===== src/rtl/lru_page_replacement_top_macros.svh =====
// assertion macros for the lru page replacement block
// uses clock i_clk and reset i_rst_n of the including module
`ifndef LRU_PAGE_REPLACEMENT_TOP_MACROS_SVH
`define LRU_PAGE_REPLACEMENT_TOP_MACROS_SVH
`ifndef SYNTHESIS
`define LRP_ASSERT_IMP(lbl, ante, cons) \
    lbl: assert property (@(posedge i_clk) disable iff (!i_rst_n) (ante) |-> (cons)) \
        else $error("lrp same-cycle check failed");
`define LRP_ASSERT_NXT(lbl, ante, cons) \
    lbl: assert property (@(posedge i_clk) disable iff (!i_rst_n) (ante) |=> (cons)) \
        else $error("lrp next-cycle check failed");
`else
`define LRP_ASSERT_IMP(lbl, ante, cons)
`define LRP_ASSERT_NXT(lbl, ante, cons)
`endif
`endif


===== src/rtl/lrp_pkg.sv =====
// shared types and constants of the lru page replacement block
// no dependencies
`timescale 1ns / 1ps
package lrp_pkg;

    localparam int LRP_PAGE_W    = 16;
    localparam int LRP_SLOT_W    = 3;
    localparam int LRP_FAULT_W   = 32;
    localparam int LRP_CFG_W     = 4;
    localparam int LRP_IDX_MAXW  = 6;
    localparam int LRP_PAGE_MAXW = 32;

    localparam logic [LRP_CFG_W-1:0] LRP_CFG_RESET = 4'd8;

    typedef enum logic [1:0] {
        ST_IDLE,
        ST_SCAN,
        ST_COMMIT
    } t_state;

    // search token passed down the row of frame cells
    typedef struct packed {
        logic [LRP_PAGE_MAXW-1:0] page;
        logic                     hit_found;
        logic [LRP_IDX_MAXW-1:0]  hit_idx;
        logic [LRP_IDX_MAXW-1:0]  hit_rank;
        logic                     empty_found;
        logic [LRP_IDX_MAXW-1:0]  empty_idx;
        logic                     lru_found;
        logic [LRP_IDX_MAXW-1:0]  lru_idx;
        logic [LRP_IDX_MAXW-1:0]  lru_rank;
        logic [LRP_PAGE_MAXW-1:0] lru_page;
    } t_tok;

    // commit broadcast to all cells
    typedef struct packed {
        logic                     en;
        logic                     miss;
        logic                     inc_all;
        logic [LRP_IDX_MAXW-1:0]  slot;
        logic [LRP_IDX_MAXW-1:0]  old_rank;
        logic [LRP_PAGE_MAXW-1:0] page;
    } t_upd;

endpackage


===== src/rtl/lrp_ifs.sv =====
// valid/ready stream interfaces for page reference words and result words
// depends on lrp_pkg
`timescale 1ns / 1ps
interface lrp_in_if import lrp_pkg::*; ();
    logic                  valid;
    logic                  ready;
    logic [LRP_PAGE_W-1:0] page_number;

    modport source (output valid, output page_number, input ready);
    modport sink (input valid, input page_number, output ready);
endinterface

interface lrp_out_if import lrp_pkg::*; ();
    logic                   valid;
    logic                   ready;
    logic                   hit;
    logic [LRP_SLOT_W-1:0]  frame_slot;
    logic                   used_empty_frame;
    logic                   evicted_valid;
    logic [LRP_PAGE_W-1:0]  evicted_page;
    logic [LRP_FAULT_W-1:0] fault_total;

    modport source (output valid, output hit, output frame_slot, output used_empty_frame,
                    output evicted_valid, output evicted_page, output fault_total,
                    input ready);
    modport sink (input valid, input hit, input frame_slot, input used_empty_frame,
                  input evicted_valid, input evicted_page, input fault_total,
                  output ready);
endinterface


===== src/rtl/lrp_cell.sv =====
// one page frame cell: holds page, valid and recency rank, refines the search token
// depends on lrp_pkg
`timescale 1ns / 1ps
module lrp_cell import lrp_pkg::*; #(
    parameter int INDEX     = 0,
    parameter int FRAMES    = 8,
    parameter int PAGE_BITS = 16
) (
    input  logic                 i_clk,
    input  logic                 i_rst_n,
    input  logic [LRP_CFG_W-1:0] i_frames_cfg,
    input  t_tok                 i_tok,
    input  t_upd                 i_upd,
    output t_tok                 o_tok
);

    localparam int RANK_W = (FRAMES > 1) ? $clog2(FRAMES) : 1;

    logic                 r_valid;
    logic [RANK_W-1:0]    r_rank;
    logic [PAGE_BITS-1:0] r_page;
    t_tok                 r_tok;
    t_tok                 n_tok;

    logic                    w_active;
    logic                    w_hit_here;
    logic [LRP_IDX_MAXW-1:0] w_rank_ext;
    logic [LRP_IDX_MAXW-1:0] w_index;
    logic                    w_sel;
    logic                    w_age;

    assign w_active   = (INDEX == 0) || (32'(i_frames_cfg) > INDEX);
    assign w_rank_ext = LRP_IDX_MAXW'(r_rank);
    assign w_index    = LRP_IDX_MAXW'(INDEX);
    assign w_hit_here = w_active && r_valid && (r_page == i_tok.page[PAGE_BITS-1:0]);
    assign w_sel      = i_upd.en && (i_upd.slot == w_index);
    assign w_age      = i_upd.en && !w_sel && r_valid &&
                        (i_upd.inc_all || (w_rank_ext < i_upd.old_rank));

    always_comb begin
        n_tok = i_tok;
        if (!i_tok.hit_found && w_hit_here) begin
            n_tok.hit_found = 1'b1;
            n_tok.hit_idx   = w_index;
            n_tok.hit_rank  = w_rank_ext;
        end
        if (!i_tok.empty_found && w_active && !r_valid) begin
            n_tok.empty_found = 1'b1;
            n_tok.empty_idx   = w_index;
        end
        if (w_active && r_valid && (!i_tok.lru_found || (w_rank_ext > i_tok.lru_rank))) begin
            n_tok.lru_found = 1'b1;
            n_tok.lru_idx   = w_index;
            n_tok.lru_rank  = w_rank_ext;
            n_tok.lru_page  = LRP_PAGE_MAXW'(r_page);
        end
    end

    always_ff @(posedge i_clk) begin
        if (!i_rst_n) begin
            r_valid <= 1'b0;
        end else if (w_sel) begin
            r_valid <= 1'b1;
        end
    end

    always_ff @(posedge i_clk) begin
        r_tok <= n_tok;
        if (w_sel) begin
            r_rank <= '0;
            if (i_upd.miss) begin
                r_page <= i_upd.page[PAGE_BITS-1:0];
            end
        end else if (w_age) begin
            r_rank <= r_rank + 1'b1;
        end
    end

    assign o_tok = r_tok;

endmodule


===== src/rtl/lrp_ctrl.sv =====
// sequencer: takes a reference word, runs the scan down the cell row, commits
// the decision and holds the result word; depends on lrp_pkg and lrp_ifs
`timescale 1ns / 1ps
module lrp_ctrl import lrp_pkg::*; #(
    parameter int FRAMES    = 8,
    parameter int PAGE_BITS = 16
) (
    input  logic                 i_clk,
    input  logic                 i_rst_n,
    input  logic                 i_cfg_wr_en,
    input  logic [LRP_CFG_W-1:0] i_cfg_wr_data,
    lrp_in_if.sink               i_in,
    lrp_out_if.source            o_out,
    input  t_tok                 i_tail_tok,
    output t_tok                 o_head_tok,
    output t_upd                 o_upd,
    output logic [LRP_CFG_W-1:0] o_frames_cfg
);

    localparam int CNT_W = (FRAMES > 1) ? $clog2(FRAMES) : 1;
    localparam logic [CNT_W-1:0] CNT_LAST = CNT_W'(FRAMES - 1);

    t_state               r_state;
    t_state               n_state;
    logic [CNT_W-1:0]     r_cnt;
    logic [LRP_CFG_W-1:0] r_frames_cfg;
    logic [LRP_FAULT_W-1:0] r_fault;
    logic [LRP_FAULT_W-1:0] n_fault;
    logic [PAGE_BITS-1:0] r_page;
    logic                 r_out_valid;
    logic                 r_hit;
    logic [LRP_SLOT_W-1:0] r_slot;
    logic                 r_empty;
    logic                 r_evict;
    logic [LRP_PAGE_W-1:0] r_ev_page;

    logic                    w_in_ready;
    logic                    w_accept;
    logic                    w_scan_done;
    logic                    w_commit;
    logic [31:0]             w_page32;
    logic                    w_miss;
    logic                    w_empty;
    logic                    w_evict;
    logic [LRP_IDX_MAXW-1:0] w_slot;
    logic [LRP_IDX_MAXW-1:0] w_old_rank;

    assign w_page32 = {16'b0, i_in.page_number};
    assign w_accept = i_in.valid && w_in_ready;

    always_comb begin
        n_state = r_state;
        unique case (r_state)
            ST_IDLE: begin
                if (w_accept) n_state = ST_SCAN;
            end
            ST_SCAN: begin
                if (w_scan_done) n_state = ST_COMMIT;
            end
            ST_COMMIT: begin
                if (w_commit) n_state = ST_IDLE;
            end
            default: begin
                n_state = ST_IDLE;
            end
        endcase
    end

    always_comb begin
        w_in_ready  = 1'b0;
        w_scan_done = 1'b0;
        w_commit    = 1'b0;
        unique case (r_state)
            ST_IDLE: begin
                w_in_ready = 1'b1;
            end
            ST_SCAN: begin
                w_scan_done = (r_cnt == CNT_LAST);
            end
            ST_COMMIT: begin
                w_commit = !r_out_valid || o_out.ready;
            end
            default: begin
                w_in_ready = 1'b0;
            end
        endcase
    end

    // decision from the token leaving the last cell
    always_comb begin
        w_miss  = !i_tail_tok.hit_found;
        w_empty = w_miss && i_tail_tok.empty_found;
        w_evict = w_miss && !i_tail_tok.empty_found;
        priority if (i_tail_tok.hit_found) begin
            w_slot     = i_tail_tok.hit_idx;
            w_old_rank = i_tail_tok.hit_rank;
        end else if (i_tail_tok.empty_found) begin
            w_slot     = i_tail_tok.empty_idx;
            w_old_rank = i_tail_tok.lru_rank;
        end else begin
            w_slot     = i_tail_tok.lru_idx;
            w_old_rank = i_tail_tok.lru_rank;
        end
        n_fault = r_fault;
        if (w_miss && (r_fault != '1)) begin
            n_fault = r_fault + 1'b1;
        end
    end

    always_ff @(posedge i_clk) begin
        if (!i_rst_n) begin
            r_state      <= ST_IDLE;
            r_cnt        <= '0;
            r_frames_cfg <= LRP_CFG_RESET;
            r_fault      <= '0;
            r_out_valid  <= 1'b0;
        end else begin
            r_state <= n_state;
            if ((r_state != ST_SCAN) || w_scan_done) begin
                r_cnt <= '0;
            end else begin
                r_cnt <= r_cnt + 1'b1;
            end
            if (i_cfg_wr_en) begin
                r_frames_cfg <= i_cfg_wr_data;
            end
            if (w_commit) begin
                r_fault     <= n_fault;
                r_out_valid <= 1'b1;
            end else if (o_out.ready) begin
                r_out_valid <= 1'b0;
            end
        end
    end

    always_ff @(posedge i_clk) begin
        if (w_accept) begin
            r_page <= w_page32[PAGE_BITS-1:0];
        end
        if (w_commit) begin
            r_hit     <= i_tail_tok.hit_found;
            r_slot    <= w_slot[LRP_SLOT_W-1:0];
            r_empty   <= w_empty;
            r_evict   <= w_evict;
            r_ev_page <= w_evict ? i_tail_tok.lru_page[LRP_PAGE_W-1:0] : '0;
        end
    end

    always_comb begin
        o_head_tok      = '0;
        o_head_tok.page = LRP_PAGE_MAXW'(r_page);
    end

    always_comb begin
        o_upd          = '0;
        o_upd.en       = w_commit;
        o_upd.miss     = w_miss;
        o_upd.inc_all  = w_empty;
        o_upd.slot     = w_slot;
        o_upd.old_rank = w_old_rank;
        o_upd.page     = LRP_PAGE_MAXW'(r_page);
    end

    assign i_in.ready             = w_in_ready;
    assign o_out.valid            = r_out_valid;
    assign o_out.hit              = r_hit;
    assign o_out.frame_slot       = r_slot;
    assign o_out.used_empty_frame = r_empty;
    assign o_out.evicted_valid    = r_evict;
    assign o_out.evicted_page     = r_ev_page;
    assign o_out.fault_total      = r_fault;
    assign o_frames_cfg           = r_frames_cfg;

endmodule


===== src/rtl/lru_page_replacement_top.sv =====
// lru page replacement over a fully associative row of page frames
// usage:
//   i_in carries one page reference word; i_in.ready is high only while idle
//   o_out carries one result word per reference: hit, frame slot, empty fill,
//   eviction flag and page, and the saturating fault total
//   i_cfg_wr_en/i_cfg_wr_data write frames_in_use; write only while idle
// timing:
//   a reference travels down the cell row one frame cell per cycle, then one
//   commit cycle updates all cells and loads the output register
//   latency from accept to result valid: FRAMES + 1 cycles
//   a new word is accepted every FRAMES + 2 cycles (10 at eight frames)
// reset: all frames empty, fault total zero, frames_in_use 8
// stall: the next word is accepted and scanned while a result waits; its
//   commit holds until the waiting result is taken
// depends on lrp_pkg, lrp_ifs, lrp_cell, lrp_ctrl and the macros header
`timescale 1ns / 1ps
`include "lru_page_replacement_top_macros.svh"
module lru_page_replacement_top import lrp_pkg::*; #(
    parameter int FRAMES    = 8,
    parameter int PAGE_BITS = 16
) (
    input  logic                 i_clk,
    input  logic                 i_rst_n,
    input  logic                 i_cfg_wr_en,
    input  logic [LRP_CFG_W-1:0] i_cfg_wr_data,
    lrp_in_if.sink               i_in,
    lrp_out_if.source            o_out
);

    t_tok                 w_tok [0:FRAMES];
    t_upd                 w_upd;
    logic [LRP_CFG_W-1:0] w_frames_cfg;

    lrp_ctrl #(
        .FRAMES    (FRAMES),
        .PAGE_BITS (PAGE_BITS)
    ) u_ctrl (
        .i_clk         (i_clk),
        .i_rst_n       (i_rst_n),
        .i_cfg_wr_en   (i_cfg_wr_en),
        .i_cfg_wr_data (i_cfg_wr_data),
        .i_in          (i_in),
        .o_out         (o_out),
        .i_tail_tok    (w_tok[FRAMES]),
        .o_head_tok    (w_tok[0]),
        .o_upd         (w_upd),
        .o_frames_cfg  (w_frames_cfg)
    );

    for (genvar g = 0; g < FRAMES; g++) begin : g_cell
        lrp_cell #(
            .INDEX     (g),
            .FRAMES    (FRAMES),
            .PAGE_BITS (PAGE_BITS)
        ) u_cell (
            .i_clk        (i_clk),
            .i_rst_n      (i_rst_n),
            .i_frames_cfg (w_frames_cfg),
            .i_tok        (w_tok[g]),
            .i_upd        (w_upd),
            .o_tok        (w_tok[g+1])
        );
    end

    `LRP_ASSERT_IMP(a_hit_excl, o_out.valid && o_out.hit, !o_out.evicted_valid && !o_out.used_empty_frame)
    `LRP_ASSERT_IMP(a_miss_kind, o_out.valid && !o_out.hit, o_out.evicted_valid ^ o_out.used_empty_frame)
    `LRP_ASSERT_NXT(a_commit_out, w_upd.en, o_out.valid)
    `LRP_ASSERT_NXT(a_miss_count, w_upd.en && w_upd.miss, o_out.fault_total != '0)

endmodule

===== src/flat_wrapper.sv =====
// flat-port wrapper written by rule: the top's interface ports become plain ports
module lru_page_replacement_top_flat import lrp_pkg::*;
#(
    parameter int FRAMES    = 8,
    parameter int PAGE_BITS = 16
)
  (i_clk, i_rst_n, i_cfg_wr_en, i_cfg_wr_data, i_in_valid, i_in_page_number, i_in_ready, o_out_valid, o_out_hit, o_out_frame_slot, o_out_used_empty_frame, o_out_evicted_valid, o_out_evicted_page, o_out_fault_total, o_out_ready);
  lrp_in_if i_in_i ();
  lrp_out_if o_out_i ();
  input  logic i_clk;
  input  logic i_rst_n;
  input  logic i_cfg_wr_en;
  input  logic [LRP_CFG_W-1:0] i_cfg_wr_data;
  input wire logic [$bits(i_in_i.valid)-1:0] i_in_valid;
  input wire logic [$bits(i_in_i.page_number)-1:0] i_in_page_number;
  output wire logic [$bits(i_in_i.ready)-1:0] i_in_ready;
  output wire logic [$bits(o_out_i.valid)-1:0] o_out_valid;
  output wire logic [$bits(o_out_i.hit)-1:0] o_out_hit;
  output wire logic [$bits(o_out_i.frame_slot)-1:0] o_out_frame_slot;
  output wire logic [$bits(o_out_i.used_empty_frame)-1:0] o_out_used_empty_frame;
  output wire logic [$bits(o_out_i.evicted_valid)-1:0] o_out_evicted_valid;
  output wire logic [$bits(o_out_i.evicted_page)-1:0] o_out_evicted_page;
  output wire logic [$bits(o_out_i.fault_total)-1:0] o_out_fault_total;
  input wire logic [$bits(o_out_i.ready)-1:0] o_out_ready;
  assign i_in_i.valid = i_in_valid;
  assign i_in_i.page_number = i_in_page_number;
  assign i_in_ready = i_in_i.ready;
  assign o_out_valid = o_out_i.valid;
  assign o_out_hit = o_out_i.hit;
  assign o_out_frame_slot = o_out_i.frame_slot;
  assign o_out_used_empty_frame = o_out_i.used_empty_frame;
  assign o_out_evicted_valid = o_out_i.evicted_valid;
  assign o_out_evicted_page = o_out_i.evicted_page;
  assign o_out_fault_total = o_out_i.fault_total;
  assign o_out_i.ready = o_out_ready;
  lru_page_replacement_top #(.FRAMES(FRAMES), .PAGE_BITS(PAGE_BITS)) u_core (.i_clk(i_clk), .i_rst_n(i_rst_n), .i_cfg_wr_en(i_cfg_wr_en), .i_cfg_wr_data(i_cfg_wr_data), .i_in(i_in_i), .o_out(o_out_i));
endmodule

===== config.mk =====
export PLATFORM = sky130hd
export DESIGN_NAME = lru_page_replacement_top_flat
export DESIGN_NICKNAME = d
export VERILOG_FILES = /design/src/rtl/lrp_pkg.sv /design/src/rtl/lrp_ifs.sv /design/src/rtl/lrp_cell.sv /design/src/rtl/lrp_ctrl.sv /design/src/rtl/lru_page_replacement_top.sv /design/src/flat_wrapper.sv
export VERILOG_INCLUDE_DIRS = /design/src /design/src/rtl
export SDC_FILE = /design/constraint.sdc
export NUM_CORES = 1
export LEC_CHECK = 0
export BUFFER_PORTS_ARGS = -buffer_cell sky130_fd_sc_hd__buf_2
export CAP_MARGIN = 25
export CORE_MARGIN = 1.5
export CORE_UTILIZATION = 35
export CTS_BUF_LIST = sky130_fd_sc_hd__clkbuf_8
export CTS_CLUSTER_SIZE = 12
export DETAILED_ROUTE_END_ITERATION = 10
export SLEW_MARGIN = 20
export SYNTH_ARGS = -nofsm -noshare
export SYNTH_HDL_FRONTEND = slang
export SYNTH_HIERARCHICAL = 1
export SYNTH_SLANG_ARGS = --single-unit

===== constraint.sdc =====
create_clock -name i_clk -period 3.2 [get_ports i_clk]
set_clock_uncertainty 0.05 [all_clocks]
set_input_delay 0.32 -clock i_clk [delete_from_list [all_inputs] [get_ports i_clk]]
set_output_delay 0.32 -clock i_clk [all_outputs]
set_load 0.02 [all_outputs]

==> flow_metrics.tcl, run 1 <==
set metrics [dict create \
    r2r_slack_ns 0.31 \
    fill_cells 6809 \
    tightestPinTransition_ns 0.8347 \
    area_delta_synth_final_pct 15.66 \
    die-area_mm2 0.07588 \
    overflow 0 \
    period_share 0.9028 \
    drv_cap 0 \
    drc 0 \
    nNetsFinal 2272 \
    crit_family "simple AND/OR/NAND/NOR gates" \
    die_w_um 275.5 \
    critPathBufInv 1 \
    drtIter0Drc 723 \
    netlist_area_mm2 0.02598 \
    root_buffer "clkbuf_8" \
    placementRows 99 \
    dr_wl_met3_um 2365 \
    synthCells 2017 \
    power.density_mw_per_mm2 632.0 \
    initial_utilization 0.3549 \
    highest_layer "met4" \
    gp_congestion 0.8624 \
    max_freq_mhz 346.2 \
    worst_hold_path_type "in -> reg" \
    clk_latency_ns 0.73 \
    outcome "completed" \
    via_count 14390 \
    path_depth 6 \
    endpoint_kind "register" \
    grt_pass1_vias 14750 \
    dpl.hpwl_um 37310 \
    whs_path_depth 2 \
    met2_length_um 23690 \
    relSlewSlack 0.4435 \
    crit_chain "mux2i_1, o21ai_0, or4b_2, nor3_1, and3_1, buf_4" \
    cts_tree "built" \
    dpl-instance-area_mm2 0.02726 \
    wl_per_cell_um 15.82 \
    wl_met1_um 24270 \
    final-max-slew-violation-count 0 \
    cts_buffers 115 \
    io_buffers 80 \
    clk_pin_slew_worst_paths_ns 0.06 \
    syn_avg_cell_area_um2 12.88 \
    max_stage_delay_ns 0.74 \
    first_pass_iters 5 \
    fin_tns_setup_ns 0 \
    cts_sinks 743 \
    hold_viol 0 \
    cp-start-kind "register" \
    cp_max_fo 16 \
    cp.required_ns 3.56 \
    fin_area_mm2 0.03005 \
    grt_max_degree 43 \
    finalCriticalPeriod_ns 2.889 \
    coreArea_mm2 0.07321 \
    final_antenna_net_count 0 \
    die_y_um 275.5 \
    cp_slowest_cell "or4b_2" \
    track_usage 0.1370 \
    via_per_inst 4.417 \
    rsz0062_at_grt "false" \
    peakVddDrop_uv 291.7 \
    yosysWarnings 6 \
    setup_viol 0 \
    cts_buffer_depth 3 \
    wl_um 51530 \
    drive_gt1_frac 0.2279 \
    p_leak_nw 12.17 \
    io_pins 81 \
    antenna_found_initial 1 \
    reg2reg_depth 6 \
    crit_arrival_ns 3.25 \
    critPathKind "reg -> reg" \
    h-tree-depth 3 \
    cts_resized 0 \
    grt_pass1_wl_um 80980 \
]
## timing repair
action,in CTS,in global routing
endpoints found under the hold margin,22,0
hold buffers,25,0
setup buffers,0,0
## placed cells by master, fill, tap and decap left out, types with 6 or more instances in the layout
cell / count
nor3_1: 23
or4_1: 21
and2_1: 93
ha_1: 51
o211ai_1: 10
nand3_1: 27
nor2_1: 23
o21bai_1: 6
nor4_4: 7
inv_1: 95
nand2b_1: 39
nand4_1: 32
xor2_1: 56
mux2i_1: 40
edfxtp_1: 166
or2_2: 16
nor4_1: 19
a21oi_1: 40
mux2_2: 180
a21o_1: 15
buf_4: 36
buf_2: 81
or3_1: 17
dfxtp_1: 577
o31ai_1: 11
dlygate4sd3_1: 25
o21ai_0: 34
clkbuf_8: 156
conb_1: 49
clkinv_2: 16
or2_1: 17
nand2_1: 68
xnor2_1: 73
and3_1: 11
nor2b_1: 101
## sequential cells by signal (all words and copies together), names as in the netlist
signal and flops:
u_core/u_ctrl/o_out.frame_slot 3, u_core/g_cell.u_cell/r_page 128, u_core/u_ctrl/o_out.fault_total 32, u_core/u_ctrl/r_state 2, u_core/u_ctrl/o_out.valid 1, u_core/g_cell.u_cell/o_tok 503
u_core/u_ctrl/r_page 16, u_core/u_ctrl/r_cnt 3, u_core/g_cell.u_cell/r_valid 8, u_core/u_ctrl/o_out.used_empty_frame 1, u_core/u_ctrl/o_out.hit 1, u_core/u_ctrl/o_frames_cfg 4
u_core/g_cell.u_cell/r_rank 24, u_core/u_ctrl/o_out.evicted_page 16, u_core/u_ctrl/o_out.evicted_valid 1
## layer usage
layer,track usage,up-vias
met1,0.1803,6751
li1,-,7220
met2,0.2223,324
met3,0.02575,91
met5,0,-
met4,0.05349,0
## path summary, 6_finish.rpt
check / from / endpoint
setup / recovery: u_core/g_cell[7].u_cell/o_tok[51] / u_core/g_cell[4].u_cell/r_page[1]
hold reg to reg: u_core/g_cell[3].u_cell/o_tok[69] / u_core/g_cell[4].u_cell/o_tok[69]
hold / removal: i_rst_n / u_core/u_ctrl/o_frames_cfg[3]
setup reg to reg: u_core/g_cell[7].u_cell/o_tok[51] / u_core/g_cell[4].u_cell/r_page[1]
## area by class of cell
type / count / area, µm² / area share
clock inverters: 60 / 382.9 / 0.01274
well taps: 959 / 1200 / 0.03993
repair buffers: 145 / 985.9 / 0.03281
multi-input cells: 1127 / 8552 / 0.2846
flip-flops and latches: 743 / 16540 / 0.5503
diodes: 3 / 7.507 / 0.0002498
inverters: 64 / 240.2 / 0.007994
clock buffers: 156 / 2147 / 0.07145
## power by group
| group | internal, W | leakage [nW] | switching (W) |
|---|---|---|---|
| logic | 0.000316 | 4.41 | 0.000275 |
| registers | 0.00997 | 6.33 | 0.000218 |
| clock network | 0.00461 | 1.43 | 0.00360 |
| total | 0.0149 | 12.2 | 0.00410 |
## metrics by stage
step           setup WS [ns]  total power [W]    util  instances  hold slack [ns]
3_3_place_gp          0.2893          0.01093  0.3724       3012           0.3040
2_1_floorplan        0.06411          0.01075       -       2065           0.2987
3_5_place_dp          0.2963          0.01095  0.3724       3012           0.3048
5_1_grt               0.2329          0.01980  0.4104       3255          0.07570
6_report              0.3112          0.01899  0.4105       3257           0.1042
4_1_cts               0.3405          0.01927  0.4103       3253          0.03210
Power figures use the tool's default switching activity.
==> inputs of run 2 (changes only) <==
--- a/config.mk
+++ b/config.mk
@@ -6,6 +6,7 @@
 export SDC_FILE = /design/constraint.sdc
 export NUM_CORES = 1
 export LEC_CHECK = 0
+export ABC_AREA = 1
 export BUFFER_PORTS_ARGS = -buffer_cell sky130_fd_sc_hd__buf_2
 export CAP_MARGIN = 25
 export CORE_MARGIN = 1.5
@@ -13,6 +14,7 @@
 export CTS_BUF_LIST = sky130_fd_sc_hd__clkbuf_8
 export CTS_CLUSTER_SIZE = 12
 export DETAILED_ROUTE_END_ITERATION = 10
+export RECOVER_POWER = 50
 export SLEW_MARGIN = 20
 export SYNTH_ARGS = -nofsm -noshare
 export SYNTH_HDL_FRONTEND = slang
==> flow_metrics.tcl, run 2 <==
set metrics [dict create \
    clk_latency_ns 0.74 \
    area_delta_synth_final_pct 13.60 \
    io_buffers 80 \
    via_count 19180 \
    placementRows 104 \
    post_cts_buffers 0 \
    finalCriticalPeriod_ns 2.645 \
    cp.required_ns 3.57 \
    final_common_cell "nand2_1" \
    grt_pass1_wl_um 95940 \
    p_leak_nw 15.75 \
    hold_viol 0 \
    endpoint_kind "register" \
    track_usage 0.1469 \
    max_freq_mhz 378.1 \
    coreArea_mm2 0.08042 \
    synthCells 3260 \
    yosysWarnings 6 \
    seq_area_mm2 0.01654 \
    rsz0062_at_grt "false" \
    wl_um 60700 \
    cts_sinks 743 \
    drc 0 \
    tightestPinTransition_ns 1.401 \
    fin_tns_setup_ns 0 \
    grt_max_degree 38 \
    cts_buffers 118 \
    clk_pin_slew_worst_paths_ns 0.06 \
    gp_congestion 0.8649 \
    die_w_um 288.0 \
    initial_utilization 0.3535 \
    wl_per_cell_um 13.25 \
    h-tree-depth 3 \
    drv_cap 0 \
    finalNonFillerCells 4580 \
    relSlewSlack 0.06627 \
    critPathKind "reg -> reg" \
    crit_arrival_ns 3.01 \
    die-area_mm2 0.08294 \
    outcome "completed" \
    die_y_um 288.0 \
    antenna_found_initial 2 \
    cp_max_fo 20 \
    first_pass_iters 5 \
    nNetsFinal 3491 \
    period_share 0.8264 \
    largest_register_ffs 503 \
    root_buffer "clkbuf_8" \
    peakVddDrop_uv 497.4 \
    netlist_area_mm2 0.02843 \
    setup_viol 0 \
    dp_cells 4326 \
    final_cell_mix "nand2_1, dfxtp_1, inv_1" \
    via_per_inst 4.188 \
    cts_tree "built" \
    final-max-slew-violation-count 0 \
    drtIter0Drc 1182 \
    cp-start-kind "register" \
    dpl.hpwl_um 45180 \
    multi_input_area_mm2 0.009069 \
    drive_gt1_frac 0.09977 \
    final_antenna_net_count 0 \
    fill_cells 8019 \
    grt_pass1_vias 17970 \
    syn_avg_cell_area_um2 8.720 \
    power.density_mw_per_mm2 605.7 \
    fin_util 0.4016 \
    overflow 0 \
    cts_buffer_depth 3 \
    worst_hold_path_type "in -> reg" \
    io_pins 81 \
]
## run 2: stage by stage
stage / setup WS, ns / area [µm²] / hold slack (ns) / total power [W]
global placement: 0.7183 / 29510 / 0.2897 / 0.01107
CTS: 0.6705 / 32430 / 0.03626 / 0.01982
floorplan: 0.5030 / 28610 / 0.2808 / 0.01087
finish: 0.5554 / 32290 / 0.08814 / 0.01956
detailed placement: 0.6638 / 29510 / 0.2931 / 0.01109
global route: 0.3433 / 32290 / 0.09490 / 0.02039
## run 2: final cells by class
| class | instances | share of cell area |
|---|---|---|
| clock buffers | 140 | 0.05966 |
| multi-input cells | 1897 | 0.2808 |
| clock inverters | 83 | 0.02173 |
| flip-flops and latches | 743 | 0.5120 |
| diodes | 2 | 0.0001550 |
| inverters | 526 | 0.06129 |
| well taps | 1060 | 0.04107 |
| repair buffers | 129 | 0.02325 |
## run 2: critical path: stages, from the launching register on
cell,delay [ns]
dfxtp_1,0.33
inv_1,0.05
nor2_1,0.10
clkbuf_1,0.22
nand2_1,0.13
inv_1,0.51
nand4_1,0.36
nor2_1,0.31
buf_4,0.29
## run 2: repair_timing
action / in CTS / in global routing
hold buffers: 29 / 0
resized for setup: 0 / 0
hold endpoints to repair: 22 / 0
## run 2: worst paths after layout
check	from	endpoint	slack, ns	cells past startpoint
worst min register to register	u_core/g_cell[0].u_cell/o_tok[76]	u_core/g_cell[1].u_cell/o_tok[76]	0.31	0
worst min-delay path	i_rst_n	u_core/u_ctrl/o_out.fault_total[22]	0.09	4
worst max register to register	u_core/u_ctrl/r_state[1]	u_core/g_cell[0].u_cell/r_page[11]	0.56	8
worst max-delay path	u_core/u_ctrl/r_state[1]	u_core/g_cell[0].u_cell/r_page[11]	0.56	8
## run 2: power by group
part	switching, W	internal, W
clock network	0.00379	0.00485
logic	0.000423	0.000276
registers	0.000244	0.00997
total	0.00446	0.0151
## run 2: metal layers
layer / part of all wire / global-route usage / up-vias / routed length [µm]
met2: 0.46 / 0.2385 / 410 / 27720
met3: 0.047 / 0.02353 / 99 / 2823
met5: 0 / 0 / - / 0
met4: 0.024 / 0.05471 / 0 / 1452
li1: - / - / 10240 / -
met1: 0.47 / 0.1964 / 8435 / 28710
==> inputs of run 3 (changes only) <==
==> constraint.sdc (replaced) <==
create_clock -name i_clk -period 2.4 [get_ports i_clk]
set_clock_uncertainty 0.05 [all_clocks]
set_input_delay 0.24 -clock i_clk [delete_from_list [all_inputs] [get_ports i_clk]]
set_output_delay 0.24 -clock i_clk [all_outputs]
set_load 0.02 [all_outputs]
==> flow_metrics.tcl, run 3 (synthesis results as in run 2) <==
set metrics [dict create \
    grt_pass1_vias 18330 \
    cp_max_fo 16 \
    via_per_inst 4.155 \
    root_buffer "clkbuf_8" \
    fin_util 0.4049 \
    endpoint_kind "register" \
    clk_latency_ns 0.72 \
    grt-busiest-layer "met2" \
    cts_buffer_depth 3 \
    finalCriticalPeriod_ns 2.223 \
    cp.required_ns 2.78 \
    post_cts_buffers 0 \
    gp_congestion 0.8776 \
    timing.hold.ws_ns 0.05079 \
    first_pass_iters 5 \
    wl_per_cell_um 13.19 \
    hold_viol 0 \
    drc 0 \
    nNetsFinal 3529 \
    track_usage 0.1485 \
    drive_gt1_frac 0.1106 \
    period_share 0.9260 \
    coreArea_mm2 0.08042 \
    dpl.hpwl_um 45850 \
    placementRows 104 \
    power.density_mw_per_mm2 780.6 \
    p_leak_nw 15.93 \
    final_cell_mix "nand2_1, dfxtp_1, inv_1" \
    drv_cap 0 \
    tightestPinTransition_ns 0.9795 \
    use_met3 0.02528 \
    critPathKind "reg -> reg" \
    initial_utilization 0.3535 \
    worst_hold_path_type "in -> reg" \
    cts_sinks 743 \
    cp-start-kind "register" \
    outcome "completed" \
    final_antenna_net_count 0 \
    io_buffers 80 \
    drtIter0Drc 1123 \
    final_common_cell "nand2_1" \
    final-max-slew-violation-count 0 \
    use_met2 0.2397 \
    setup_viol 0 \
    h-tree-depth 3 \
    cts_tree "built" \
    grt_pass1_wl_um 96720 \
    grt_max_degree 38 \
    io_pins 81 \
    wl_um 60900 \
    rsz0062_at_grt "false" \
    antenna_found_initial 2 \
    largest_register_ffs 503 \
    die_w_um 288.0 \
    max_freq_mhz 449.9 \
    die-area_mm2 0.08294 \
    relSlewSlack 0.3470 \
    crit_arrival_ns 2.60 \
    cts_buffers 114 \
    area_delta_synth_final_pct 14.53 \
    clk_pin_slew_worst_paths_ns 0.06 \
    fin_tns_setup_ns 0 \
    use_met1 0.1945 \
    overflow 0 \
    die_y_um 288.0 \
    via_count 19180 \
    peakVddDrop_uv 431.8 \
]
[run 3: cell count changes in the layout (fill, tap and decap cells not counted), moves of 6 or more]
| cell | previous run | this run |
|---|---|---|
| buf_4 | 15 | 45 |
| clkinv_2 | 24 | 35 |
| nor2_1 | 316 | 307 |
| clkbuf_1 | 62 | 70 |
| clkinv_1 | 11 | 3 |
| inv_1 | 531 | 537 |
| nor2_4 | 10 | 16 |
[run 3: layer usage]
layer | wire, µm | up-vias
li1 | - | 10310
met1 | 28660 | 8393
met2 | 27600 | 370
met3 | 2594 | 111
met4 | 2030 | 2
met5 | 13 | -
[run 3: layout make-up]
class                   instances  area (µm²)
fillers                      8076       47860
flip-flops and latches        743       16540
multi-input cells            1897        9135
inverters                     526        1979
clock buffers                 139        1913
well taps                    1060        1326
repair buffers                171        1109
clock inverters                78       553.0
diodes                          3       7.507
[run 3: stage by stage]
stage	cells	power [W]	setup WS (ns)	instance area, µm²
6_report	4617	0.02541	0.1775	32560
5_1_grt	4617	0.02657	0.006900	32560
4_1_cts	4614	0.02580	0.1071	32680
3_5_place_dp	4367	0.01480	0.09266	29920
3_3_place_gp	4367	0.01478	0.1351	29920
2_1_floorplan	3308	0.01450	0.04359	28650
[run 3: worst paths after layout]
kind	endpoint	slack [ns]	start	cells after the start
worst max-delay path	u_core/g_cell[3].u_cell/r_page[2]	0.18	u_core/g_cell[7].u_cell/o_tok[64]	8
worst min-delay path	u_core/u_ctrl/r_state[0]	0.05	i_in_valid	3
worst max register to register	u_core/g_cell[3].u_cell/r_page[2]	0.18	u_core/g_cell[7].u_cell/o_tok[64]	8
worst min register to register	u_core/g_cell[1].u_cell/o_tok[76]	0.31	u_core/g_cell[0].u_cell/o_tok[76]	0
[run 3: repair_timing]
action,CTS,global route
resized for setup,0,3
hold buffers,30,0
endpoints found under the setup margin,0,74
endpoints found under the hold margin,38,0
[run 3: worst max-delay path, stage by stage, from the launching register on]
cell     delay [ns]
dfxtp_1        0.41
nor2_1         0.12
buf_4          0.19
nand2_1        0.08
nand3_2        0.20
nor2_1         0.21
nand4_1        0.30
nor2_4         0.20
buf_12         0.16
[run 3: power by group]
group | internal, W | switching [W]
combinational | 0.000380 | 0.000594
clock | 0.00597 | 0.00488
sequential | 0.0133 | 0.000299
total | 0.0196 | 0.00578
